[config.mk]
export PLATFORM = sky130hd
export DESIGN_NAME = ptc_front
export DESIGN_NICKNAME = d
export VERILOG_FILES = /design/src/ptc_pkg.sv /design/src/ptc_front.sv
export SDC_FILE = /design/constraint.sdc
export NUM_CORES = 2
export LEC_CHECK = 0
export ABC_AREA = 1
export BUFFER_PORTS_ARGS = -buffer_cell sky130_fd_sc_hd__buf_4
export CORE_MARGIN = 4
export CORE_UTILIZATION = 32
export CTS_BUF_LIST = sky130_fd_sc_hd__clkbuf_4 sky130_fd_sc_hd__clkbuf_8
export CTS_CLUSTER_DIAMETER = 100
export DETAILED_ROUTE_END_ITERATION = 8
export GPL_TIMING_DRIVEN = 0
export HOLD_SLACK_MARGIN = 0.06
export SLEW_MARGIN = 20
export SYNTH_ARGS = -nofsm -noshare
export SYNTH_HDL_FRONTEND = slang
export SYNTH_SLANG_ARGS = --single-unit
[constraint.sdc]
create_clock -name aclk -period 9.6 [get_ports aclk]
set_input_delay 0.96 -clock aclk [delete_from_list [all_inputs] [get_ports aclk]]
set_output_delay 0.96 -clock aclk [all_outputs]
set_load 0.05 [all_outputs]
[src/ptc_pkg.sv]
// shared types, constants and helper functions for the compensation block
package ptc_pkg;

    localparam int RawW   = 20;
    localparam int TempW  = 16;
    localparam int PressW = 32;

    localparam logic [63:0] TFINE_OFFSET  = 64'd128000;
    localparam logic [20:0] PRESS_FULL    = 21'd1048576;
    localparam logic [63:0] DIV_SCALE     = 64'd3125;
    localparam logic [63:0] P1_BIAS       = 64'h0000_8000_0000_0000;
    localparam logic [31:0] ROUND_HALF    = 32'd128;

    // temperature result and raw pressure travelling from the front to the back
    typedef struct packed {
        logic [31:0]       tfine;
        logic [TempW-1:0]  tcent;
        logic [RawW-1:0]   raw_press;
    } ptc_item_t;

    // sign extend a 16-bit coefficient slice
    function automatic logic [63:0] sext16(input logic [15:0] v);
        sext16 = {{48{v[15]}}, v};
    endfunction

    function automatic logic [63:0] asr64(input logic [63:0] x, input int s);
        asr64 = 64'($signed(x) >>> s);
    endfunction

    function automatic logic [31:0] asr32(input logic [31:0] x, input int s);
        asr32 = 32'($signed(x) >>> s);
    endfunction

endpackage

[src/ptc_front.sv]
// front: accepts raw pairs, computes fine temperature, queues items for the back
module ptc_front (
    input  logic                aclk,
    input  logic                aresetn,
    input  logic                s_tvalid,
    output logic                s_tready,
    input  logic [39:0]         s_tdata,
    input  logic [47:0]         temp_coef,
    output logic                q_valid,
    input  logic                q_pop,
    output ptc_pkg::ptc_item_t  q_item
);
    import ptc_pkg::*;

    logic [31:0] t1, t2s, t3s;
    logic        adv;

    // stage 1 registers
    logic        v1_reg;
    logic [31:0] pa_reg, bb_reg;
    logic [19:0] ap1_reg;
    // stage 2 registers
    logic        v2_reg;
    logic [31:0] var1_reg, m_reg;
    logic [19:0] ap2_reg;
    // stage 3 registers
    logic        v3_reg;
    ptc_item_t   it3_reg;

    logic [31:0] a_w, b_w, tfine_w, tc_w;
    logic [15:0] tsat_w;

    // queue
    ptc_item_t   mem_reg [2];
    logic        wp_reg, rp_reg;
    logic [1:0]  cnt_reg;
    logic        full, push;

    assign t1  = {16'b0, temp_coef[15:0]};
    assign t2s = 32'(sext16(temp_coef[31:16]));
    assign t3s = 32'(sext16(temp_coef[47:32]));

    assign full     = (cnt_reg == 2'd2);
    assign adv      = !(v3_reg && full);
    assign push     = v3_reg && !full;
    assign s_tready = adv;

    assign a_w = 32'(s_tdata[19:3]) - {t1[30:0], 1'b0};
    assign b_w = 32'(s_tdata[19:4]) - t1;

    // stage 3 math: fine temperature and saturated centidegrees
    always_comb begin
        tfine_w = var1_reg + asr32(m_reg, 14);
        tc_w    = asr32(tfine_w * 32'd5 + ROUND_HALF, 8);
        if ($signed(tc_w) > 32'sd32767)
            tsat_w = 16'h7fff;
        else if ($signed(tc_w) < -32'sd32768)
            tsat_w = 16'h8000;
        else
            tsat_w = tc_w[15:0];
    end

    // temperature pipeline
    always_ff @(posedge aclk) begin
        if (!aresetn) begin
            v1_reg <= 1'b0;
            v2_reg <= 1'b0;
            v3_reg <= 1'b0;
        end else if (adv) begin
            v1_reg <= s_tvalid;
            v2_reg <= v1_reg;
            v3_reg <= v2_reg;
        end
    end

    always_ff @(posedge aclk) begin
        if (adv) begin
            pa_reg   <= a_w * t2s;
            bb_reg   <= b_w * b_w;
            ap1_reg  <= s_tdata[39:20];
            var1_reg <= asr32(pa_reg, 11);
            m_reg    <= asr32(bb_reg, 12) * t3s;
            ap2_reg  <= ap1_reg;
            it3_reg.tfine     <= tfine_w;
            it3_reg.tcent     <= tsat_w;
            it3_reg.raw_press <= ap2_reg;
        end
    end

    // two-entry queue toward the back
    always_ff @(posedge aclk) begin
        if (!aresetn) begin
            wp_reg  <= 1'b0;
            rp_reg  <= 1'b0;
            cnt_reg <= 2'd0;
        end else begin
            if (push) wp_reg <= ~wp_reg;
            if (q_pop) rp_reg <= ~rp_reg;
            cnt_reg <= cnt_reg + 2'(push) - 2'(q_pop);
        end
    end

    always_ff @(posedge aclk) begin
        if (push) mem_reg[wp_reg] <= it3_reg;
    end

    assign q_valid = (cnt_reg != 2'd0);
    assign q_item  = mem_reg[rp_reg];
endmodule

; Word-level counts from Yosys, hierarchy flattened
; Memory sizes are Yosys's and may differ from the RTL's. A register that Yosys moved wholly into a read port is not among the register bits.
; Cells that the tools add are included.
[word_totals]
register_bits = 222
latchBits = 0
ram_bits = 136
romBits = 0
input_bits = 92
out_inout_bits = 70
wordCells = 41
mem_count = 1
[mem_list]
columns = name, depth, width, read_ports, rd_ports_with_merged_regs, write_ports, line
row1 = mem_reg, 2, 68, 1, 1, 1, ptc_front.sv:34  ; ptc_item_t mem_reg [2];
[classes]
addsub = 6
n_mul = 4
div_mod_pow = 0
n_lt_le_gt_ge = 2
n_eq_ne = 1
shift = 0
n_mux = 5
bitwise = 2
n_reduce_logical = 5
[ops]
columns = cell, count
row1 = multiplier 17 x 17 -> 32 bit, 1
row2 = multiplier 18 x 16 -> 32 bit, 1
row3 = multiplier 20 x 16 -> 32 bit, 1
row4 = adder 26 x 9 -> 27 bit (second input constant), 1
row5 = multiplier 22 x 4 -> 26 bit (second input constant), 1
row6 = adder 21 x 18 -> 22 bit, 1
row7 = greater-than comparator 19 x 16 -> 1 bit (second input constant), 1
row8 = less-than comparator 19 x 16 -> 1 bit (second input constant), 1
row9 = subtractor 17 x 17 -> 18 bit, 1
row10 = subtractor 16 x 16 -> 17 bit, 1
row11 = two-way mux 16 bit, 1
row12 = two-way mux 1 bit, 4
row13 = adder 2 x 1 -> 2 bit, 1
row14 = equality test 2 bit (second input constant), 1
row15 = logical AND 1 bit, 2
row16 = logical NOT 1 bit, 2
row17 = inverter 1 bit, 2
row18 = nonzero test 2 bit, 1
row19 = subtractor 2 x 1 -> 2 bit, 1

; Depth between registers and ports, before layout
[logic_depth]
depth_word = 5
ltp_mapped = 40
mapped_depth_nobuf = 39

; Least setup slack after synthesis
; No wires, ideal clock.
[synth_timing]
path_type = input -> register
start = in s_tdata[4]
end = reg bb_reg[31], data pin
setup_time_ps = 252
t_arrival_ps = 7142
required_time_ps = 9348
path_slack_ps = 2206
path_stages = 30
path_buffers = 1
path_cell_list = inv_1 > ha_1 > fa_1 > inv_1 > nand3_1 > nand2_1 > nand2_1 > nand2_1 > nand2_1 > and2_1 > inv_2 > buf_2 > nor2_1 > fa_1 > inv_1 > fa_1 > inv_1 > fa_1 > fa_1 > fa_1 > fa_1 > ha_1 > a21oi_1 > o21ai_0 > a21oi_1 > nand2_1 > a21oi_1 > inv_1 > nand2_1 > nand2_1
[synth_via]
elab_chain_len = 2
[synth_lines]
columns = element, line
row1 = from (decl), ptc_front.sv:7  ; input logic [39:0] s_tdata,
row2 = subtractor 16 x 16 -> 17 bit, ptc_front.sv:49  ; assign b_w = 32'(s_tdata[19:4]) - t1;
row3 = multiplier 17 x 17 -> 32 bit, ptc_front.sv:79  ; bb_reg <= b_w * b_w;
row4 = to (signal assigned), ptc_front.sv:79
row5 = to (decl), ptc_front.sv:20  ; logic [31:0] pa_reg, bb_reg;
; No other way between the ends.
; A chain may end at the register's enable or synchronous reset.

; Worst setup path after layout
; Ends and elaborated chain as after synthesis.

==> impl_results.md <==
- RSZ-0062 raised after global routing: no
- Worst setup path endpoint: bb_reg[31]
- First-pass GRT wire length: 186 mm
- Post-synth top area share: 36.3%
- Worst slew margin: 37.4%
- Io pins: 162
- Most frequent cell after synthesis: inv_1
- # rows: 137
- Flip-flop and latch count after synthesis: 302
- CTS Root Buffer Type: clkbuf_8
- H-tree lvl count: 2
- Congestion Overflow GR: 0
- Initial cell density of the core: 32.3%
- Critical path arrival: 8.74 ns
- Clock skew: 0.0595 ns
- Vias: 33000
- Input/output buffers: 143
- R2r setup slk: 2.59 ns
- Fin. max-slew vios: 0
- Period minus WS final: 8.42 ns
- Core area: 0.140 mm^2
- Cell area after synthesis: 0.0451 mm^2
- Clock Path Buffers: 3
- Primary FF master, synth: edfxtp_1
- CTS Hold Buffers Added: 0
- R2r worst-path depth: 24
- Share of cells above drive strength 1: 7.82%
- Die Span Y: 383 um
- Setup crit start kind: input port
- CTS tree: yes
- Total GRT Usage: 16.0%
- Postcts setup bufs: 0
- Detail Placement HPWL: 99.0 mm
- Avg Inst Size Synth: 8.99 um^2
- MaxCap Viol Count: 0
- Post-synth top cells: 1349 x inv_1, 1023 x nand2_1, 818 x fa_1
- FMAX: 119 MHz
- R2R Path Start: bb_reg[23]
- Kind of critical path: input port to flip-flop
- Ys async rst share: 0%
- Area leader, netlist: fa_1
- Register Area: 0.00899 mm^2
- CTS resizes: 0
- Synth Instances: 5016
- Final setup vio count: 0
- Slew @ Worst Pin: 0.929 ns
- EDFF count, synth: 294
- Status: finished clean
- Final net count: 6462
- DIE AREA: 0.147 mm^2
- Filler Cells Inserted: 14400
- CTS Buf Count: 49
- Largest net degree at the start of global routing: 48
- Crit-path slowest cell: fa_1
- Worst EP required: 9.92 ns
- Fin Setup TNS: 0 ns
- Crit path from: s_tdata[4]
- Top post-synthesis cells by area: fa_1 36%, edfxtp_1 20%, inv_1 11%, ha_1 9.3%, nand2_1 8.5%
- Final period util: 87.7%
- Net Count, Synth: 6260
- Drc violations: 0
- Final antenna-violating net count: 0
- Count of cell types in the netlist: 55
- Avg WL per Cell: 16.4 um
- DRT Pass-1 Iters: 6
- Worst skew pair latency: 0.63 ns
- Yosys warnings: 0
- CP Max Fanout: 10
- Max reg flops: 116
- Worst-path clk slew: 0.06 ns
- Clock sink total: 302
- Worst hold path class: flip-flop to flip-flop
- Final RePlAce weighted congestion: 0.932
- Final Hold Viols: 0
- RR Endpoint: m_reg[31]
- Area delta synth->final: 10.3%
- Worst Setup End Kind: flip-flop
- Detailed Route Iter0 Violations: 2302
- Multi-input logic area: 0.0303 mm^2
- Final wirelength: 117 mm
- Initial antenna violation count: 3
- Seq/Total Area, Yosys: 19.9%
- Routed vias/inst: 4.63
- Critical path's largest stage delay: 0.79 ns
- Die W: 383 um
- Vias in the first global route: 34400
==> cell usage in the layout, fill, tap and decap left out, types with 49 or more instances in the layout <==
cell type,count
nor2_1,353
nand2_1,1023
nand3_1,89
clkbuf_1,82
mux2_2,58
o21ai_0,72
a21oi_1,145
buf_4,156
fa_1,818
clkbuf_8,49
xor2_1,81
edfxtp_1,294
ha_1,334
inv_1,1349
==> layout make-up <==
class,count,share of cell area (%)
Clock inverter,19,0.342
Tap cell,1876,4.72
Sequential cell,302,18.1
Multi-Input combinational cell,3206,61.0
Antenna cell,1,0.00503
Buffer,142,1.34
Clock buffer,70,1.67
Timing Repair Buffer,151,2.53
Inverter,1366,10.3
==> how the worst min path moves through the flow <==
stage / from / end / slack [ns] / depth (start not counted)
global route: ap1_reg[1] / ap2_reg[1] / 0.40 / 0
floorplan: ap1_reg[0] / ap2_reg[0] / 0.40 / 0
finish: it3_reg[40] / mem_reg[0][40] / 0.38 / 0
global placement: ap2_reg[11] / it3_reg[11] / 0.40 / 0
detailed placement: ap1_reg[0] / ap2_reg[0] / 0.40 / 0
CTS: it3_reg[40] / mem_reg[0][40] / 0.38 / 0
==> critical path, delay by kind of cell <==
family	cells	cell delay [ns]
buffers and inverters	8	1.07
AO/OA/AOI/OAI	4	1.02
adder cells (fa/ha/maj)	9	4.50
AND/OR/NAND/NOR	10	1.16
==> per-layer routing <==
| layer | global-route usage, % | part of all wire [%] | vias to the layer above |
|---|---|---|---|
| li1 | - | - | 15300 |
| met1 | 21.8 | 42 | 16500 |
| met2 | 26.9 | 48 | 1131 |
| met3 | 2.44 | 7.8 | 188 |
| met4 | 3.92 | 2.7 | 4 |
| met5 | 0 | 0.019 | - |
==> logic make-up (layout without fill, tap and decap cells) <==
family          Yosys count  in the layout  synth area share, %
flops                   302            302                 19.9
mux                      58             58                 1.45
simple gates           1584           1584                 14.2
fa+ha+maj              1152           1152                 45.6
buf+inv                1508           1748                 12.9
xor+xnor                113            113                 2.19
other cells               0              1                    0
compound gates          299            299                 3.76
==> metrics by stage <==
stage | utilization, % | hold WS (ns) | std cells | worst slack (ns) | instance area [um^2]
final | 35.6 | 0.384 | 7133 | 1.18 | 49700
after global routing | 35.6 | 0.399 | 7133 | 0.600 | 49700
after CTS | 35.6 | 0.379 | 7132 | 1.28 | 49700
after detailed placement | 34.9 | 0.405 | 7043 | 0.581 | 48700
after global placement | 34.7 | 0.401 | 7035 | 0.174 | 48500
after floorplan | - | 0.400 | 5016 | 2.21 | 45100
Power is left out: the tool's default activity adds up to more than one toggle a clock period on the data nets, which glitch-free logic cannot reach.
