==> src/ptc_pkg.sv <==
// shared types, constants and helper functions for the compensation block
package ptc_pkg;

    localparam int RawW   = 20;
    localparam int TempW  = 16;
    localparam int PressW = 32;

    localparam logic [63:0] TFINE_OFFSET  = 64'd128000;
    localparam logic [20:0] PRESS_FULL    = 21'd1048576;
    localparam logic [63:0] DIV_SCALE     = 64'd3125;
    localparam logic [63:0] P1_BIAS       = 64'h0000_8000_0000_0000;
    localparam logic [31:0] ROUND_HALF    = 32'd128;

    // temperature result and raw pressure travelling from the front to the back
    typedef struct packed {
        logic [31:0]       tfine;
        logic [TempW-1:0]  tcent;
        logic [RawW-1:0]   raw_press;
    } ptc_item_t;

    // sign extend a 16-bit coefficient slice
    function automatic logic [63:0] sext16(input logic [15:0] v);
        sext16 = {{48{v[15]}}, v};
    endfunction

    function automatic logic [63:0] asr64(input logic [63:0] x, input int s);
        asr64 = 64'($signed(x) >>> s);
    endfunction

    function automatic logic [31:0] asr32(input logic [31:0] x, input int s);
        asr32 = 32'($signed(x) >>> s);
    endfunction

endpackage

==> src/ptc_cfg.sv <==
// apb register file for the calibration coefficients
module ptc_cfg (
    input  logic        aclk,
    input  logic        aresetn,
    input  logic        psel,
    input  logic        penable,
    input  logic        pwrite,
    input  logic [4:0]  paddr,
    input  logic [63:0] pwdata,
    output logic [63:0] prdata,
    output logic        pready,
    output logic [47:0] temp_coef,
    output logic [63:0] press_lo,
    output logic [63:0] press_hi,
    output logic [15:0] press_p9
);
    import ptc_pkg::*;

    localparam logic [1:0] REG_TEMP = 2'd0;
    localparam logic [1:0] REG_PLO  = 2'd1;
    localparam logic [1:0] REG_PHI  = 2'd2;
    localparam logic [1:0] REG_P9   = 2'd3;

    logic [47:0] temp_reg;
    logic [63:0] plo_reg;
    logic [63:0] phi_reg;
    logic [15:0] p9_reg;
    logic        wr_en;

    assign pready = 1'b1;
    assign wr_en  = psel & penable & pwrite;

    // register writes
    always_ff @(posedge aclk) begin
        if (!aresetn) begin
            temp_reg <= '0;
            plo_reg  <= '0;
            phi_reg  <= '0;
            p9_reg   <= '0;
        end else if (wr_en) begin
            unique case (paddr[4:3])
                REG_TEMP: temp_reg <= pwdata[47:0];
                REG_PLO:  plo_reg  <= pwdata;
                REG_PHI:  phi_reg  <= pwdata;
                REG_P9:   p9_reg   <= pwdata[15:0];
                default:  ;
            endcase
        end
    end

    // read back
    always_comb begin
        unique case (paddr[4:3])
            REG_TEMP: prdata = {16'b0, temp_reg};
            REG_PLO:  prdata = plo_reg;
            REG_PHI:  prdata = phi_reg;
            REG_P9:   prdata = {48'b0, p9_reg};
            default:  prdata = '0;
        endcase
    end

    assign temp_coef = temp_reg;
    assign press_lo  = plo_reg;
    assign press_hi  = phi_reg;
    assign press_p9  = p9_reg;
endmodule

==> config.mk <==
export PLATFORM = sky130hd
export DESIGN_NAME = ptc_cfg
export DESIGN_NICKNAME = d
export VERILOG_FILES = /design/src/ptc_pkg.sv /design/src/ptc_cfg.sv
export SDC_FILE = /design/constraint.sdc
export NUM_CORES = 1
export LEC_CHECK = 0
export BUFFER_PORTS_ARGS = -buffer_cell sky130_fd_sc_hd__buf_2
export CORE_MARGIN = 1.5
export CORE_UTILIZATION = 33
export DETAILED_ROUTE_END_ITERATION = 7
export PLACE_DENSITY = 0.66
export SYNTH_ARGS = -nofsm -noshare
export SYNTH_HDL_FRONTEND = slang
export SYNTH_SLANG_ARGS = --single-unit
export TNS_END_PERCENT = 5
==> constraint.sdc <==
create_clock -name aclk -period 2.6 [get_ports aclk]
set_clock_uncertainty 0.15 [all_clocks]
set_input_delay 0.13 -clock aclk [delete_from_list [all_inputs] [get_ports aclk]]
set_output_delay 0.13 -clock aclk [all_outputs]
set_load 0.02 [all_outputs]
Word-level counts from Yosys, hierarchy flattened
Cells that the tools add are included.
- register bits after elaboration: 192
- bits in read-only memories: 0
- bits in latches: 0
- memories kept: 0
- bits of input ports: 74
- logic and storage cells: 15
- RAM bits: 0
- output and inout port bits: 257
- eq/ne operators: 3
- shift operators: 0
- multipliers: 0
- muxes and demuxes: 1
- bitwise gates (word level): 2
- reductions and logical operators: 5
- add/sub/neg operators: 0
- divide/modulo/power cells: 0
- magnitude comparators: 0
- operators with widths (cell ; number):
    $pmux 64 s4 ; 1
    $reduce_and 2->1 ; 4
    $eq 2x2->1 const B ; 2
    $and 1x1->1 ; 2
    $eq 2x1->1 const B ; 1
    $logic_not 2->1 ; 1

Depth between registers and ports, before layout
Gate-level depths: netlist of the first run.
- word-level depth: 3
- gate-level depth with buffers: 6
- mapped depth without buffers: 3

Worst setup path after synthesis of the first run
OpenSTA, ideal clock, no wires.
- path kind: input-to-output
- start: input port paddr[3]
- end: output port prdata[16]
- path slack: 0.962 ns
- path buffers: 3
- arrival time: 1.358 ns
- stages on the path: 5
- data required time: 2.320 ns
- cell sequence: buf_2 buf_2 buf_4 mux2i_1 o21ai_0
- longest elaborated chain between the ends: 2
- elaborated cells between the ends (all ways): 5
- classes of those cells: eq/ne: 3; mux: 1; reduce/logical: 1
- RTL lines (what ; line ; source):
    start, declared ; ptc_cfg.sv:8 ; input logic [4:0] paddr,
    $eq 2x2->1, or another cell as far along ; ptc_cfg.sv:53 ; unique case (paddr[4:3])
    $pmux 64 s4 (*) ; ptc_cfg.sv:53 ;
    end, declared ; ptc_cfg.sv:10 ; output logic [63:0] prdata,
Mark *: on every way between the ends. The rest lies on a longest branch, timed or not.

Worst setup path after layout of the first run
- start: input port paddr[3]
- end: output port prdata[35]
Same word-level chain as after synthesis.

==> results of run 1 <==
path summary, 6_finish.rpt:
kind,from,slack [ns],depth (start not counted),endpoint
worst max-delay path,paddr[3],0.51,6,prdata[35]
worst min-delay path,paddr[3],0.27,5,press_p9[5]$_SDFFE_PN0P_
worst min register to register,press_lo[27]$_SDFFE_PN0P_,0.32,2,press_lo[27]$_SDFFE_PN0P_
worst max register to register,temp_coef[46]$_SDFFE_PN0P_,1.78,2,temp_coef[46]$_SDFFE_PN0P_
cells in the final DEF (no fill, tap or decap):
master         count
dlygate4sd3_1     65
nor2b_1            1
nor3b_2            2
clkinv_8           5
buf_6              1
inv_6              2
clkinvlp_4         1
or3_4              1
inv_12             2
conb_1             1
dfxtp_1          192
buf_4              9
nand2_1          289
a22o_1            16
buf_2            324
mux4_2            16
clkbuf_8           1
nand3_1            1
nor2b_4            1
inv_8              4
clkbuf_16         17
o21ai_0           32
buf_12             6
mux2i_1          224
nor2_2             1
layer usage:
| layer | routed length, um | share of wire [%] | track usage, % |
|---|---|---|---|
| met1 | 10600 | 45 | 22.0 |
| met2 | 11900 | 50 | 31.0 |
| met3 | 949 | 4.0 | 3.44 |
| met4 | 232 | 0.98 | 4.59 |
| met5 | 0 | 0 | 0 |
through the flow:
| step | instances | total power (uW) | util [%] | hold WS [ns] | instance area, um^2 |
|---|---|---|---|---|---|
| 6_report | 1538 | 6260 | 46.6 | 0.272 | 11400 |
| 2_1_floorplan | 846 | 3380 | - | 0.145 | 8260 |
| 3_3_place_gp | 1441 | 3550 | 41.4 | 0.257 | 10100 |
| 5_1_grt | 1538 | 6520 | 46.6 | 0.279 | 11400 |
| 3_5_place_dp | 1441 | 3550 | 41.4 | 0.266 | 10100 |
| 4_1_cts | 1538 | 6340 | 46.6 | 0.256 | 11400 |
synthesized netlist by cell type:
| library cell | count |
|---|---|
| conb_1 | 1 |
| o21ai_0 | 32 |
| buf_4 | 11 |
| mux4_2 | 16 |
| buf_8 | 3 |
| clkbuf_1 | 36 |
| nand3_1 | 1 |
| a22o_1 | 16 |
| nand2_1 | 289 |
| buf_6 | 3 |
| or3_4 | 1 |
| buf_1 | 1 |
| buf_2 | 15 |
| dfxtp_1 | 192 |
| nor3b_1 | 2 |
| nor2b_1 | 2 |
| nor2_2 | 1 |
| mux2i_1 | 224 |
flip-flops by register name, summed over array words and instances (netlist names):
register and count:
press_hi 64, press_lo 64, temp_coef 48, press_p9 16
tightest hold or removal path, cell delays in order:
cell and delay, ns:
buf_4 0.17, nand2_1 0.09, nor2_2 0.03, buf_4 0.22
mux2i_1 0.15
kinds of logic after synthesis:
group	after synthesis	synth area share (%)
multiplexers	240	31.5
AO/OA/AOI/OAI	48	3.64
buffers and inverters	69	4.54
flip-flops	192	46.5
AND/OR/NAND/NOR	296	13.7
other	1	0.0454
area by class of cell:
cell class	count	area (um^2)
clock buffers	18	439
fillers	2318	13100
multi-input cells	585	4060
repair buffers	405	2470
flip-flops and latches	192	3840
well taps	324	405
clock inverters	14	184
power by group through the flow:
stage	clock (uW)	sequential, uW	combinational (uW)
4_1_cts	2780	3010	556
6_report	2700	3010	549
5_1_grt	2920	3010	593
3_5_place_dp	0	3080	477
3_3_place_gp	0	3080	469
2_1_floorplan	0	3120	263
repair_timing:
item                                    4_1_cts  5_1_grt
hold buffers                                 65        0
gates resized for setup                       0        0
endpoints found under the setup margin        0        0
hold endpoints to repair                    192        0
==> reports/qor.yml, run 1 <==
run_status:
  outcome: "finished, final reports clean"
drt:
  ant_nets: 0
  dr.first_iter.drc_count: 308
  routed-via-count: 7267
  routed_wl_um: 23600
  wl_per_cell_um: 15.4
  drtPass1Iterations: 4
  remaining_drc_errors: 0
  viasPerCell: 4.72
yosys:
  ys_seq_area_share_pct: 46.5
  synth_cell_types: 18
  yosysWarnings: 0
  syn_area_per_cell_um2: 9.76
  yosys.area.top_type: "dfxtp_1"
  synth-seq-cells: 192
  synth_fp_nets: 920
  netlist_top_cells_area: "dfxtp_1 (47%), mux2i_1 (27%), nand2_1 (13%), mux4_2 (4.4%), o21ai_0 (1.9%)"
  synth_area_um2: 8260
  synth_top_area_share_pct: 46.5
  syn_inst: 846
power_and_ir_drop:
  seq_power_share_pct: 48.1
  vdd_drop_max_mv: 0.375
  swShare_pct: 27.1
  pwr-share-clk_pct: 43.2
  p_int_uw: 4560
  p_per_area_nw_per_um2: 549
  power.switching_uw: 1700
  power.leakage_uw: 0.00538
  pwr-share-comb_pct: 8.8
setup_path:
  crit_fanout: 35
  critPathKind: "primary input to output pin"
  crit_path_cell_trace: "buf_4 -> nor2b_4 -> buf_4 -> nand2_1 -> o21ai_0 -> buf_2"
  crit_path_end_kind: "output pin"
  start_kind: "primary input"
  cp_num_buf_inv: 3
  crit_path_top_delay_cell: "nor2b_4"
  cp_top_family: "simple AND/OR/NAND/NOR gates"
  cp.arrival_ns: 1.81
  critical_path.max_stage_delay_ns: 0.76
  crit_top_cell: "buf_4"
  cp.required_ns: 2.32
clock_network:
  path_clk_slew_ns: 0.08
  cts_buffers: 17
  ctsHtreeMaxLevel: 4
  ctsLongestPathBuffers: 2
  post_cts_buffers: 0
  cts_tree: "yes"
  cts.sinks: 192
  clk_latency_ns: 0.42
  root_buffer: "clkbuf_16"
timing:
  finalHoldViolations: 0
  period_minus_slack_ns: 2.09
  drv_slew: 0
  layout_worst_path_cycle_share_pct: 80.5
  worstMarginPinSlew_ns: 0.992
  timing.final.ws_setup_ns: 0.507
  fin_setup_tns_ns: 0
  finalSetupViolCount: 0
  max_slew_margin_pct: 33.9
  fmax_ghz: 0.478
  rsz0062_at_grt: "no"
placed_design:
  portBuffers: 326
  place_congestion: 0.786
  hpwl_um: 15700
  dp_slack_ns: 0.432
floorplan:
  ios: 331
  die_area_um2: 26000
  initial_utilization_pct: 33.8
  fp-row-count: 57
  fp.dieH_um: 161
  die_w_um: 161
  coreArea_um2: 24500
global_routing:
  grt_usage_pct: 17.6
  grt_pass1_wl_um: 37000
  grt_max_degree: 117
  antenna_found_initial: 0
  grt_pass1_vias: 7046
  gr-total-overflow: 0
layout:
  diodes: 0
  final_nets: 1275
  area_growth_pct: 38.0
  layout-drive-gt1-share_pct: 32.4
worst_hold_path:
  hold_path_class: "primary input to register"
run:
  cap_viol_max_count: 0
No activity file was read; power rests on OpenSTA's default activity.
==> inputs of run 2 (changes only) <==
Settings changed: ABC_AREA set to 1, PLACE_DENSITY 0.66 to 0.65.
Clock period 2.6 ns to 2.05 ns, I/O delays scaled along.
==> reports/qor.yml, run 2 <==
placed_design:
  dpl-instance-area_um2: 10700
  dpl.cell_count: 1981
  portBuffers: 326
  place_congestion: 0.805
  hpwl_um: 18200
layout:
  layoutNonFillerInstCount: 2078
  diodes: 0
  design_area_um2: 12000
  mostFrequentLayoutCells: "nand2_1 (405), nor2_1 (384), buf_2 (325), nand3_1 (224), dfxtp_1 (192)"
  mostFrequentLayoutCell: "nand2_1"
  area_growth_pct: 35.0
  final_nets: 1804
  layout-drive-gt1-share_pct: 22.3
  fill_cells: 2693
setup_path:
  cp.arrival_ns: 1.33
  rr_endpoint: "press_lo[4]$_SDFFE_PN0P_"
  regToRegStartpoint: "press_lo[4]$_SDFFE_PN0P_"
  ff2ff_setup_slack_ns: 1.27
  critical_path.max_stage_delay_ns: 0.32
  start_kind: "primary input"
  crit_end: "prdata[47]"
  crit_path_cell_trace: "buf_2 -> inv_1 -> nor2_4 -> buf_12 -> nand2_1 -> nand3_1 -> buf_2"
  reg2reg_depth: 2
  cp.required_ns: 1.80
  crit_path_top_delay_cell: "buf_12"
  critPathKind: "primary input to output pin"
  crit_path_end_kind: "output pin"
  crit_fanout: 73
  crit_path_start: "paddr[4]"
  crit_top_cell: "buf_2"
yosys:
  synth_ff_type: "dfxtp_1"
  syn_inst: 1401
  synth-edff-count: 0
  synth_top_area_share_pct: 43.3
  syn_area_per_cell_um2: 6.34
  synth_top_cells_by_count: "nand2_1 (405), nor2_1 (388), nand3_1 (224), dfxtp_1 (192), inv_1 (68)"
  synth.most_common_cell: "nand2_1"
  yosysWarnings: 0
  synth_cell_types: 15
  synth-async-reset-ratio_pct: 0
  yosys.area.top_type: "dfxtp_1"
  synth_area_um2: 8880
  netlist_top_cells_area: "dfxtp_1 (43%), nand2_1 (17%), nor2_1 (16%), nand3_1 (13%), buf_2 (3.4%)"
  ys_seq_area_share_pct: 43.3
  synth_fp_nets: 1475
  synth-seq-cells: 192
drt:
  viasPerCell: 4.67
  remaining_drc_errors: 0
  dr.first_iter.drc_count: 629
  routed-via-count: 9706
  wl_per_cell_um: 13.7
  routed_wl_um: 28400
  ant_nets: 0
  drtPass1Iterations: 6
timing:
  rsz0062_at_grt: "no"
  drv_slew: 0
  finalSetupViolCount: 0
  period_minus_slack_ns: 1.58
  finalHoldViolations: 0
  layout_worst_path_cycle_share_pct: 77.0
  fmax_ghz: 0.634
  fin_setup_tns_ns: 0
floorplan:
  die_w_um: 167
  fp.dieH_um: 167
  die_area_um2: 27900
  ios: 331
  initial_utilization_pct: 33.9
  coreArea_um2: 26200
  fp-row-count: 59
clock_network:
  ctsLongestPathBuffers: 2
  cts_tree: "yes"
  root_buffer: "clkbuf_16"
  ctsHtreeMaxLevel: 4
  clk_latency_ns: 0.42
  path_clk_slew_ns: 0.08
  cts.sinks: 192
  cts_buffers: 17
global_routing:
  gr-total-overflow: 0
  grt_pass1_vias: 8974
  grt_pass1_wl_um: 45800
  antenna_found_initial: 0
  grt_usage_pct: 20.0
  grt_max_degree: 100
worst_hold_path:
  hold_path_class: "primary input to register"
power_and_ir_drop:
  power_uw: 8230
  p_per_area_nw_per_um2: 687
  power.leakage_uw: 0.00608
  vdd_drop_max_mv: 0.424
run:
  cap_viol_max_count: 0
run_status:
  outcome: "finished, final reports clean"
-- run 2: changes by cell type in the layout (fill, tap and decap cells not counted), sizes merged, moves of 32 or more --
cell	before	now
inv	8	72
mux2i	224	0
o21ai	32	0
nand2	289	405
nor2	1	392
nand3	1	225
-- run 2: how the worst min path moves through the flow --
stage	startpoint	endpoint	slack [ns]	cells past startpoint
finish	paddr[4]	press_p9[8]$_SDFFE_PN0P_	0.19	6
global route	paddr[3]	press_lo[21]$_SDFFE_PN0P_	0.22	6
CTS	paddr[4]	press_p9[8]$_SDFFE_PN0P_	0.18	6
detailed placement	pwdata[59]	press_hi[59]$_SDFFE_PN0P_	0.29	5
global placement	pwdata[58]	press_hi[58]$_SDFFE_PN0P_	0.28	5
floorplan	pwdata[48]	press_hi[48]$_SDFFE_PN0P_	0.18	4
-- run 2: kinds of logic (layout without fill, tap and decap cells) --
group	Yosys count	count (layout)	share of synthesized area, %
and+or+nand+nor	1038	1038	47.8
DFF	192	192	43.3
buffers and inverters	170	512	8.88
other	1	1	0.0422
-- run 2: layout make-up --
| class | count | area, um^2 | share of cell area, % |
|---|---|---|---|
| clock buffer | 20 | 467 | 3.89 |
| multi-input combinational | 1039 | 4280 | 35.7 |
| inverter | 68 | 255 | 2.13 |
| clock inverter | 12 | 120 | 1.00 |
| sequential | 192 | 3840 | 32.1 |
| timing repair buffer | 412 | 2600 | 21.7 |
| tap | 335 | 419 | 3.50 |
-- run 2: worst max-delay path, delay by kind of cell --
family / cells / cell delay (ns)
buffers and inverters: 4 / 0.79
AND/OR/NAND/NOR: 3 / 0.36
-- run 2: repair_timing --
item                                   CTS  global route
setup endpoints to repair                0             0
resized for setup                        0             0
endpoints found under the hold margin  192             0
setup buffers                            0             0
hold buffers                            65             0
-- run 2: metrics by stage --
stage | hold slack, ns | worst slack [ns] | utilization, %
4_1_cts | 0.181 | 0.500 | 45.7
3_5_place_dp | 0.291 | 0.504 | 41.0
6_report | 0.193 | 0.472 | 45.7
5_1_grt | 0.223 | 0.375 | 45.7
3_3_place_gp | 0.280 | 0.508 | 41.0
2_1_floorplan | 0.185 | 0.901 | -
-- run 2: power by group --
group	internal, uW	switching (uW)
clock network	1710	1600
registers	3810	68.4
logic	384	661
-- run 2: per-layer routing --
layer / vias up / wire [um] / GRT usage, %
met5: - / 0 / 0
met4: 0 / 370 / 5.06
met3: 24 / 1470 / 3.59
met2: 287 / 13800 / 35.3
met1: 4420 / 12800 / 25.1
li1: 4975 / - / -
