[src/ptc_pkg.sv]
// shared types, constants and helper functions for the compensation block
package ptc_pkg;

    localparam int RawW   = 20;
    localparam int TempW  = 16;
    localparam int PressW = 32;

    localparam logic [63:0] TFINE_OFFSET  = 64'd128000;
    localparam logic [20:0] PRESS_FULL    = 21'd1048576;
    localparam logic [63:0] DIV_SCALE     = 64'd3125;
    localparam logic [63:0] P1_BIAS       = 64'h0000_8000_0000_0000;
    localparam logic [31:0] ROUND_HALF    = 32'd128;

    // temperature result and raw pressure travelling from the front to the back
    typedef struct packed {
        logic [31:0]       tfine;
        logic [TempW-1:0]  tcent;
        logic [RawW-1:0]   raw_press;
    } ptc_item_t;

    // sign extend a 16-bit coefficient slice
    function automatic logic [63:0] sext16(input logic [15:0] v);
        sext16 = {{48{v[15]}}, v};
    endfunction

    function automatic logic [63:0] asr64(input logic [63:0] x, input int s);
        asr64 = 64'($signed(x) >>> s);
    endfunction

    function automatic logic [31:0] asr32(input logic [31:0] x, input int s);
        asr32 = 32'($signed(x) >>> s);
    endfunction

endpackage

[src/ptc_mul.sv]
// 64x64 low-half multiplier built from one 32x32 unit, accumulating the partial products in turn
module ptc_mul (
    input  logic        aclk,
    input  logic        aresetn,
    input  logic        run,
    input  logic [63:0] a,
    input  logic [63:0] b,
    output logic        done,
    output logic [63:0] result
);
    import ptc_pkg::*;

    logic [1:0]  step_reg;
    logic [63:0] acc_reg;
    logic [31:0] ma, mb;
    logic [63:0] prod;

    // partial product select
    always_comb begin
        case (step_reg)
            2'd0:    begin ma = a[31:0];  mb = b[31:0];  end
            2'd1:    begin ma = a[31:0];  mb = b[63:32]; end
            default: begin ma = a[63:32]; mb = b[31:0];  end
        endcase
    end

    assign prod   = {32'b0, ma} * {32'b0, mb};
    assign done   = run && (step_reg == 2'd2);
    assign result = acc_reg + {prod[31:0], 32'b0};

    always_ff @(posedge aclk) begin
        if (!aresetn) begin
            step_reg <= 2'd0;
        end else if (run) begin
            step_reg <= (step_reg == 2'd2) ? 2'd0 : step_reg + 2'd1;
        end else begin
            step_reg <= 2'd0;
        end
    end

    always_ff @(posedge aclk) begin
        if (step_reg == 2'd0)
            acc_reg <= prod;
        else
            acc_reg <= result;
    end
endmodule

[src/ptc_div.sv]
// signed 64-bit divider, truncating, one quotient bit per cycle
module ptc_div (
    input  logic        aclk,
    input  logic        aresetn,
    input  logic        start,
    input  logic [63:0] num,
    input  logic [63:0] den,
    output logic        done,
    output logic [63:0] quot
);
    import ptc_pkg::*;

    logic        busy_reg, fin_reg, neg_reg;
    logic [5:0]  cnt_reg;
    logic [63:0] rem_reg, quo_reg, dm_reg;
    logic [64:0] rsh, rdif;

    assign rsh  = {rem_reg, quo_reg[63]};
    assign rdif = rsh - {1'b0, dm_reg};
    assign done = fin_reg;
    assign quot = neg_reg ? (~quo_reg + 64'd1) : quo_reg;

    // control
    always_ff @(posedge aclk) begin
        if (!aresetn) begin
            busy_reg <= 1'b0;
            fin_reg  <= 1'b0;
            cnt_reg  <= '0;
        end else begin
            fin_reg <= 1'b0;
            if (start) begin
                busy_reg <= 1'b1;
                cnt_reg  <= '0;
            end else if (busy_reg) begin
                cnt_reg <= cnt_reg + 6'd1;
                if (cnt_reg == 6'd63) begin
                    busy_reg <= 1'b0;
                    fin_reg  <= 1'b1;
                end
            end
        end
    end

    // restoring shift-subtract on magnitudes
    always_ff @(posedge aclk) begin
        if (start) begin
            neg_reg <= num[63] ^ den[63];
            quo_reg <= num[63] ? (~num + 64'd1) : num;
            dm_reg  <= den[63] ? (~den + 64'd1) : den;
            rem_reg <= '0;
        end else if (busy_reg) begin
            if (!rdif[64]) begin
                rem_reg <= rdif[63:0];
                quo_reg <= {quo_reg[62:0], 1'b1};
            end else begin
                rem_reg <= rsh[63:0];
                quo_reg <= {quo_reg[62:0], 1'b0};
            end
        end
    end
endmodule

[src/ptc_back.sv]
// back: pressure sequencer over a shared multiplier and divider, output register
module ptc_back (
    input  logic                aclk,
    input  logic                aresetn,
    input  logic                q_valid,
    output logic                q_pop,
    input  ptc_pkg::ptc_item_t  q_item,
    input  logic [63:0]         press_lo,
    input  logic [63:0]         press_hi,
    input  logic [15:0]         press_p9,
    output logic                out_valid,
    input  logic                out_ready,
    output logic [15:0]         out_temp,
    output logic [31:0]         out_press,
    output logic                out_inv
);
    import ptc_pkg::*;

    localparam logic [2:0] ST_IDLE = 3'd0;
    localparam logic [2:0] ST_MUL  = 3'd1;
    localparam logic [2:0] ST_DIV  = 3'd2;
    localparam logic [2:0] ST_FIN  = 3'd3;

    localparam logic [3:0] OP_SQ    = 4'd0;
    localparam logic [3:0] OP_SQP6  = 4'd1;
    localparam logic [3:0] OP_P5    = 4'd2;
    localparam logic [3:0] OP_SQP3  = 4'd3;
    localparam logic [3:0] OP_P2    = 4'd4;
    localparam logic [3:0] OP_P1    = 4'd5;
    localparam logic [3:0] OP_SCALE = 4'd6;
    localparam logic [3:0] OP_P9Q   = 4'd7;
    localparam logic [3:0] OP_TQ    = 4'd8;
    localparam logic [3:0] OP_P8    = 4'd9;

    logic [2:0]  state_reg;
    logic [3:0]  op_reg;
    logic [63:0] w1_reg, w2_reg, sq_reg, acc_reg, p_reg, q_reg, t_reg;
    logic [15:0] tc_reg;
    logic [19:0] ap_reg;
    logic        inv_reg, dstart_reg;

    logic        ovalid_reg;
    logic [15:0] otemp_reg;
    logic [31:0] opress_reg;
    logic        oinv_reg;

    logic [63:0] p1, p2, p3, p4, p5, p6, p7, p8, p9;
    logic [63:0] ma, mb, mres, nbase, qdiv, pf, w1new;
    logic        mdone, ddone, orun;
    logic [31:0] psat;
    logic [20:0] pdiff;

    assign p1 = {48'b0, press_lo[15:0]};
    assign p2 = sext16(press_lo[31:16]);
    assign p3 = sext16(press_lo[47:32]);
    assign p4 = sext16(press_lo[63:48]);
    assign p5 = sext16(press_hi[15:0]);
    assign p6 = sext16(press_hi[31:16]);
    assign p7 = sext16(press_hi[47:32]);
    assign p8 = sext16(press_hi[63:48]);
    assign p9 = sext16(press_p9);

    assign pdiff = PRESS_FULL - {1'b0, ap_reg};
    assign nbase = ({43'b0, pdiff} << 31) - w2_reg;
    assign w1new = asr64(mres, 33);

    // multiplier operands per step
    always_comb begin
        unique case (op_reg)
            OP_SQ:    begin ma = w1_reg;             mb = w1_reg;    end
            OP_SQP6:  begin ma = sq_reg;             mb = p6;        end
            OP_P5:    begin ma = w1_reg;             mb = p5;        end
            OP_SQP3:  begin ma = sq_reg;             mb = p3;        end
            OP_P2:    begin ma = w1_reg;             mb = p2;        end
            OP_P1:    begin ma = P1_BIAS + acc_reg;  mb = p1;        end
            OP_SCALE: begin ma = nbase;              mb = DIV_SCALE; end
            OP_P9Q:   begin ma = p9;                 mb = q_reg;     end
            OP_TQ:    begin ma = t_reg;              mb = q_reg;     end
            OP_P8:    begin ma = p8;                 mb = p_reg;     end
            default:  begin ma = '0;                 mb = '0;        end
        endcase
    end

    ptc_mul u_mul (
        .aclk    (aclk),
        .aresetn (aresetn),
        .run     (state_reg == ST_MUL),
        .a       (ma),
        .b       (mb),
        .done    (mdone),
        .result  (mres)
    );

    ptc_div u_div (
        .aclk    (aclk),
        .aresetn (aresetn),
        .start   (dstart_reg),
        .num     (t_reg),
        .den     (w1_reg),
        .done    (ddone),
        .quot    (qdiv)
    );

    // final combine and saturation
    always_comb begin
        pf = asr64(p_reg + w1_reg + w2_reg, 8) + (p7 << 4);
        if (pf[63])
            psat = '0;
        else if (|pf[62:32])
            psat = '1;
        else
            psat = pf[31:0];
    end

    assign orun  = !ovalid_reg || out_ready;
    assign q_pop = (state_reg == ST_IDLE) && q_valid;

    // sequencer
    always_ff @(posedge aclk) begin
        if (!aresetn) begin
            state_reg  <= ST_IDLE;
            op_reg     <= OP_SQ;
            dstart_reg <= 1'b0;
        end else begin
            dstart_reg <= 1'b0;
            unique case (state_reg)
                ST_IDLE: begin
                    if (q_valid) begin
                        state_reg <= ST_MUL;
                        op_reg    <= OP_SQ;
                    end
                end
                ST_MUL: begin
                    if (mdone) begin
                        op_reg <= op_reg + 4'd1;
                        if (op_reg == OP_P1 && w1new == '0)
                            state_reg <= ST_FIN;
                        else if (op_reg == OP_SCALE) begin
                            state_reg  <= ST_DIV;
                            dstart_reg <= 1'b1;
                        end else if (op_reg == OP_P8)
                            state_reg <= ST_FIN;
                    end
                end
                ST_DIV: begin
                    if (ddone) state_reg <= ST_MUL;
                end
                ST_FIN: begin
                    if (orun) state_reg <= ST_IDLE;
                end
                default: state_reg <= ST_IDLE;
            endcase
        end
    end

    // working registers
    always_ff @(posedge aclk) begin
        if (q_pop) begin
            w1_reg  <= {{32{q_item.tfine[31]}}, q_item.tfine} - TFINE_OFFSET;
            tc_reg  <= q_item.tcent;
            ap_reg  <= q_item.raw_press;
            inv_reg <= 1'b0;
        end
        if (state_reg == ST_MUL && mdone) begin
            case (op_reg)
                OP_SQ:    sq_reg  <= mres;
                OP_SQP6:  w2_reg  <= mres;
                OP_P5:    w2_reg  <= w2_reg + (mres << 17) + (p4 << 35);
                OP_SQP3:  acc_reg <= asr64(mres, 8);
                OP_P2:    acc_reg <= acc_reg + (mres << 12);
                OP_P1: begin
                    w1_reg  <= w1new;
                    inv_reg <= (w1new == '0);
                end
                OP_SCALE: t_reg   <= mres;
                OP_P9Q:   t_reg   <= mres;
                OP_TQ:    w1_reg  <= asr64(mres, 25);
                OP_P8:    w2_reg  <= asr64(mres, 19);
                default:  ;
            endcase
        end
        if (state_reg == ST_DIV && ddone) begin
            p_reg <= qdiv;
            q_reg <= asr64(qdiv, 13);
        end
    end

    // output register
    always_ff @(posedge aclk) begin
        if (!aresetn) begin
            ovalid_reg <= 1'b0;
        end else if (state_reg == ST_FIN && orun) begin
            ovalid_reg <= 1'b1;
        end else if (out_ready) begin
            ovalid_reg <= 1'b0;
        end
    end

    always_ff @(posedge aclk) begin
        if (state_reg == ST_FIN && orun) begin
            otemp_reg  <= tc_reg;
            opress_reg <= inv_reg ? '0 : psat;
            oinv_reg   <= inv_reg;
        end
    end

    assign out_valid = ovalid_reg;
    assign out_temp  = otemp_reg;
    assign out_press = opress_reg;
    assign out_inv   = oinv_reg;
endmodule

[config.mk]
export PLATFORM = sky130hd
export DESIGN_NAME = ptc_back
export DESIGN_NICKNAME = d
export VERILOG_FILES = /design/src/ptc_pkg.sv /design/src/ptc_mul.sv /design/src/ptc_div.sv /design/src/ptc_back.sv
export SDC_FILE = /design/constraint.sdc
export NUM_CORES = 2
export LEC_CHECK = 0
export ABC_AREA = 1
export BUFFER_PORTS_ARGS = -buffer_cell sky130_fd_sc_hd__buf_4
export CORE_ASPECT_RATIO = 1.25
export CORE_MARGIN = 2
export CORE_UTILIZATION = 25
export CTS_CLUSTER_DIAMETER = 120
export CTS_CLUSTER_SIZE = 25
export DETAILED_ROUTE_END_ITERATION = 6
export PLACE_DENSITY_LB_ADDON = 0.12
export SLEW_MARGIN = 15
export SYNTH_ARGS = -nofsm -noshare
export SYNTH_HDL_FRONTEND = slang
export SYNTH_SLANG_ARGS = --single-unit
export TNS_END_PERCENT = 1
[constraint.sdc]
create_clock -name aclk -period 15.1 [get_ports aclk]
set_input_delay 3.02 -clock aclk [delete_from_list [all_inputs] [get_ports aclk]]
set_output_delay 3.02 -clock aclk [all_outputs]
set_load 0.02 [all_outputs]
# Yosys cells after proc, flatten, opt, wreduce, memory -nomap -nowiden
# Index checks and enable logic that the tools add are counted.
[word_totals]
register_bits = 797
word_cells = 147
in_bits = 216
[op_classes]
bitwise_logic = 8
n_eq_ne = 20
addsub = 18
muxes = 39
mul = 1
n_reduce_logical = 34
[ops]
columns = ["operator", "n"]
rows = [
  ["64-bit one-hot mux with 9 select lines", 1],
  ["64-bit two-way mux", 8],
  ["64-bit one-hot mux with 7 select lines", 1],
  ["64-bit adder", 6],
  ["64-bit one-hot mux with 2 select lines", 2],
  ["64-bit by 1-bit adder with 64-bit output (second input constant)", 3],
  ["64-bit NOT", 3],
  ["64-bit one-hot mux with 3 select lines", 1],
  ["32-bit two-way mux", 3],
  ["65-bit by 64-bit subtractor with 65-bit output", 1],
  ["48-bit by 64-bit adder with 64-bit output (first input constant)", 1],
  ["64-bit zero test", 1],
  ["32-bit by 32-bit multiplier with 64-bit output", 1],
  ["52-bit by 64-bit subtractor with 64-bit output", 1],
  ["63-bit two-way mux", 1],
  ["56-bit by 20-bit adder with 57-bit output", 1],
  ["32-bit by 18-bit subtractor with 33-bit output (second input constant)", 1],
  ["31-bit OR reduction", 1],
  ["3-bit two-way mux", 7],
  ["21-bit by 20-bit subtractor with 21-bit output (first input constant)", 1],
  ["4-bit by 3-bit equality test with 1-bit output (second input constant)", 4],
  ["3-bit one-hot mux with 4 select lines", 1],
  ["2-bit OR reduction", 6],
  ["1-bit two-way mux", 11],
  ["other kinds (31)", 53],
]

# Longest topological paths before layout
[logic_depth]
ltp_word = 11
depth_mapped = 68
ltp_nobuf = 67

# Hierarchy
# A second synthesis with hierarchy kept.
[unflattened]
hier_cells = 14099
area_unflattened_um2 = 101279.6
[modules_own_cells]
columns = ["mod", "instances", "cells_per_inst", "area_each_um2"]
rows = [
  ["ptc_back", 1, 5787, 42221.7],
  ["ptc_mul", 1, 4878, 38682.1],
  ["ptc_div", 1, 3434, 20375.8],
]

# Least setup slack after synthesis
# No wires, ideal clock.
[synth_timing]
path_type = "input port to flip-flop"
from = "input port press_hi[31]"
to = "register acc_reg[63] (data pin)"
path_slack_ps = 2913
n_path_buf = 1
required_time_ps = 14841
t_arrival_ps = 11928
cell_stages = 48
setup_ps = 259
path_cell_list = "a22o_1 nor2_8 inv_2 a2111oi_0 nor2_1 inv_2 buf_2 nor2_1 fa_1 inv_1 fa_1 inv_1 fa_1 inv_1 fa_1 inv_1 ha_1 ha_1 [12 not listed] nand2_1 nor2_1 inv_1 nor2_1 nand4_1 nand3_1 nand2_1 nand2_1 inv_1 ha_1 inv_1 nor3_1 nand2_1 nor4_1 nand2_1 a31o_2 nand3_1 nand2_1"
[synth_via]
elab_chain_cells = 6
[synth_rtl]
columns = ["item", "line", "rtl"]
rows = [
  ["start, declared", "ptc_back.sv:9", "input logic [63:0] press_hi,"],
  ["64-bit one-hot mux with 9 select lines", "ptc_back.sv:69", "unique case (op_reg)"],
  ["32-bit two-way mux", "ptc_mul.sv:20", "case (step_reg)"],
  ["32-bit by 32-bit multiplier with 64-bit output", "ptc_mul.sv:27", "assign prod = {32'b0, ma} * {32'b0, mb};"],
  ["64-bit adder", "ptc_mul.sv:29", "assign result = acc_reg + {prod[31:0], 32'b0};"],
  ["net mres[50]", "ptc_back.sv:48", "logic [63:0] ma, mb, mres, nbase, qdiv, pf, w1new;"],
  ["64-bit adder", "ptc_back.sv:170", "OP_P2: acc_reg <= acc_reg + (mres << 12);"],
  ["64-bit one-hot mux with 2 select lines", "ptc_back.sv:165", "case (op_reg)"],
  ["end signal, assigned", "ptc_back.sv:169", "OP_SQP3: acc_reg <= asr64(mres, 8);"],
  ["end signal, assigned", "ptc_back.sv:170", ""],
  ["end, declared", "ptc_back.sv:37", "logic [63:0] w1_reg, w2_reg, sq_reg, acc_reg, p_reg, q_reg, t_reg;"],
]
# The timed path passes the listed nets, and every way through them passes these cells.
# A chain may end at the register's enable or synchronous reset.

# Worst setup path after layout
[layout_timing]
from = "register ap_reg[2]"
to = "register w1_reg[59]"
[layout_via]
elab_chain_cells = 8
[layout_rtl]
columns = ["item", "line", "rtl"]
rows = [
  ["start, declared", "ptc_back.sv:39", "logic [19:0] ap_reg;"],
  ["start signal, assigned", "ptc_back.sv:161", "ap_reg <= q_item.raw_press;"],
  ["21-bit by 20-bit subtractor with 21-bit output", "ptc_back.sv:63", "assign pdiff = PRESS_FULL - {1'b0, ap_reg};"],
  ["52-bit by 64-bit subtractor with 64-bit output", "ptc_back.sv:64", "assign nbase = ({43'b0, pdiff} << 31) - w2_reg;"],
  ["64-bit one-hot mux with 7 select lines", "ptc_back.sv:69", ""],
  ["32-bit two-way mux", "ptc_mul.sv:20", ""],
  ["32-bit by 32-bit multiplier with 64-bit output", "ptc_mul.sv:27", ""],
  ["64-bit adder", "ptc_mul.sv:29", ""],
  ["net mres[63]", "ptc_back.sv:48", ""],
  ["64-bit one-hot mux with 2 select lines", "ptc_back.sv:165", ""],
  ["64-bit two-way mux", "ptc_back.sv:164", "if (state_reg == ST_MUL && mdone) begin"],
  ["end signal, assigned", "ptc_back.sv:159", "w1_reg <= {{32{q_item.tfine[31]}}, q_item.tfine} - TFINE_OFFSET;"],
  ["end signal, assigned", "ptc_back.sv:172", "w1_reg <= w1new;"],
  ["end signal, assigned", "ptc_back.sv:177", "OP_TQ: w1_reg <= asr64(mres, 25);"],
  ["end, declared", "ptc_back.sv:37", ""],
]
# The timed path passes the listed nets, and every way through them passes these cells.

==> results.sh <==
export IMPL_status="finished, final reports clean"
export IMPL_instances_no_fill=18400
export IMPL_synth_compound_area_share_pct=12.9
export IMPL_cts_buffers=44
export IMPL_cts_clk_slew_worst_paths_ns=0.11
export IMPL_setup_tns_final_ns=0
export IMPL_cpMaxStageDelayCell="fa_1"
export IMPL_synthXorXnorAreaFrac_pct=3.60
export IMPL_worstSetupStartpointType="flip-flop"
export IMPL_hp_start="tc_reg[8]"
export IMPL_core_mm2=0.388
export IMPL_worstHoldEndpoint="out_temp[8]"
export IMPL_worst_pin_slew_ns=1.35
export IMPL_syn_area_per_cell_um2=7.51
export IMPL_die_w_um=562
export IMPL_clk_latency_ns=0.77
export IMPL_ant_nets=0
export IMPL_netlist_instances=13000
export IMPL_ios=267
export IMPL_r2r_cells=55
export IMPL_timing_rr_start="ap_reg[2]"
export IMPL_row_count=256
export IMPL_rsz0062_at_grt="false"
export IMPL_grt_use_total_pct=29.0
export IMPL_root_buffer="clkbuf_16"
export IMPL_nets=15000
export IMPL_grt_pass1_vias=95200
export IMPL_cts_resized=0
export IMPL_synth_top_family_by_area="adder cells"
export IMPL_vias=94800
export IMPL_yosys_warnings=0
export IMPL_wl_mm=585
export IMPL_ys_seq_area_share_pct=21.1
export IMPL_synth_most_common_cell="nand2_1"
export IMPL_finalCritPeriodShare_pct=93.5
export IMPL_synth_edf_count=566
export IMPL_fmax_ghz=0.0708
export IMPL_synth_top_area_share_pct=20.4
export IMPL_regArea_mm2=0.0206
export IMPL_path_class="flip-flop to flip-flop"
export IMPL_timing_slew_headroom_pct=9.39
export IMPL_hold_violations=0
export IMPL_area_growth_pct=11.3
export IMPL_clock_sinks=745
export IMPL_cts_buffer_depth=3
export IMPL_place_ws_ns=0.634
export IMPL_drtIter0Drc=8973
export IMPL_hold_slack_ns=0.415
export IMPL_wire_per_inst_um=31.7
export IMPL_max_cap_viol_count=0
export IMPL_antenna_found_initial=53
export IMPL_h_tree_depth=2
export IMPL_overflow=0
export IMPL_gp_congestion=1.06
export IMPL_die_area_mm2=0.394
export IMPL_setup_viol=0
export IMPL_arrival_ns=14.73
export IMPL_crit_buf_inv=9
export IMPL_slowest_delay_ns=0.62
export IMPL_synthMuxAreaShare_pct=0.0103
export IMPL_cts_hold_buffers_added=0
export IMPL_multi_input_area_mm2=0.0661
export IMPL_start_util_pct=25.1
export IMPL_fin_skew_ns=0.0763
export IMPL_cts_tree="done"
export IMPL_r2r_end="w1_reg[59]"
export IMPL_drv_slew=0
export IMPL_async_flop_share_pct=0
export IMPL_num_fill_cells=43500
export IMPL_grt_pass1_wl_mm=790
export IMPL_cts_setup_buffers=0
export IMPL_synth_common_cells="nand2_1, inv_1, nor2_1, fa_1, nand3_1"
export IMPL_die_h_um=702
export IMPL_vias_per_cell=5.15
export IMPL_synth_top_area_cell="fa_1"
export IMPL_dp_cells=18300
export IMPL_drive_gt1_share_pct=6.94
export IMPL_post_route_drc_count=0
export IMPL_place_hpwl_mm=492
export IMPL_crit_fanout=26
export IMPL_grt_max_degree=81
export IMPL_period_minus_slack_ns=14.12
export IMPL_critical_path_required_ns=15.71
export IMPL_io_buffers=266
export IMPL_synth_simple_area_share_pct=22.7
export IMPL_synth_ff_type="edfxtp_1"
export IMPL_setup_slack_ns=0.981
export IMPL_ys_top_cells_by_area="fa_1, edfxtp_1, nand2_1, inv_1, ha_1"
export IMPL_first_pass_iters=6
export IMPL_crit_family="adder cells"
export IMPL_setup_worst_path_end_class="flip-flop"
export IMPL_ys_seq_elements=745
export IMPL_holdPathStages=0
export IMPL_netlist_area_mm2=0.0973
export IMPL_r2r_slack_ns=0.98
export IMPL_yosys_cell_types_count=79
export IMPL_synthesis_nets=14800
export IMPL_synth_adder_area_share_pct=28.4
export IMPL_hp_class="flip-flop to flip-flop"
[worst max path at each step]
stage                      start     endpoint  slack (ns)  cells after the start
floorplan           press_hi[31]  acc_reg[63]        2.91                     48
global placement    press_hi[31]  acc_reg[56]        0.63                     43
detailed placement  press_hi[31]  acc_reg[56]        0.63                     43
CTS                    ap_reg[1]  acc_reg[63]        0.88                     58
global route           ap_reg[0]   w2_reg[46]        0.04                     59
finish                 ap_reg[2]   w1_reg[59]        0.98                     55
[worst register-to-register path, delay by kind of cell, from the launching register on]
kind / cells / cell delay (ns)
buffers and inverters: 9 / 0.73
AND/OR/NAND/NOR: 22 / 4.73
flip-flops: 1 / 0.44
adder cells (fa/ha/maj): 11 / 5.35
AO/OA/AOI/OAI: 11 / 2.23
XOR/XNOR: 2 / 0.51
[layout make-up]
| class | count | area share [%] |
|---|---|---|
| clock inverters | 22 | 0.274 |
| inverters | 2422 | 8.40 |
| multi-input cells | 9389 | 61.0 |
| diodes | 20 | 0.0462 |
| clock buffers | 60 | 1.10 |
| repair buffers | 603 | 4.20 |
| well taps | 5160 | 5.96 |
| flip-flops and latches | 745 | 19.0 |
[logic make-up after synthesis]
group                      count (synthesis)
and+or+nand+nor                         5271
buffers and inverters                   2818
AOI/OAI and AO/OA                       2104
adders and majority gates               1613
DFF                                      745
xor gates and xnor gates                 400
muxes                                      1
[cells in the final DEF, fill, tap and decap left out, drive strengths merged, types with 60 or more instances in the layout]
cell	count
a21oi	747
a221oi	77
a31oi	67
buf	603
clkbuf	60
dfxtp	179
edfxtp	566
fa	991
ha	622
inv	2432
nand2	2604
nand3	759
nand4	149
nor2	1436
nor3	149
nor4	74
o211ai	123
o21ai	685
o221ai	83
xnor2	134
xor2	266
[through the flow]
step	instance area, µm²	util (%)
2_1_floorplan	97300	-
3_3_place_gp	107000	27.5
3_5_place_dp	107000	27.5
4_1_cts	108000	27.9
5_1_grt	108000	27.9
6_report	108000	27.9
[routing by layer]
metal,part of all wire [%],up-vias,track usage [%],wire [µm]
met1,38,47600,34.0,223000
met5,0.025,-,0,149
met4,8.7,24,21.1,50900
li1,-,42300,-,-
met2,47,3826,48.5,274000
met3,6.2,1052,4.08,36000
Power is left out: the tool's default activity adds up to more than one toggle a clock period on the data nets, which glitch-free logic cannot reach.
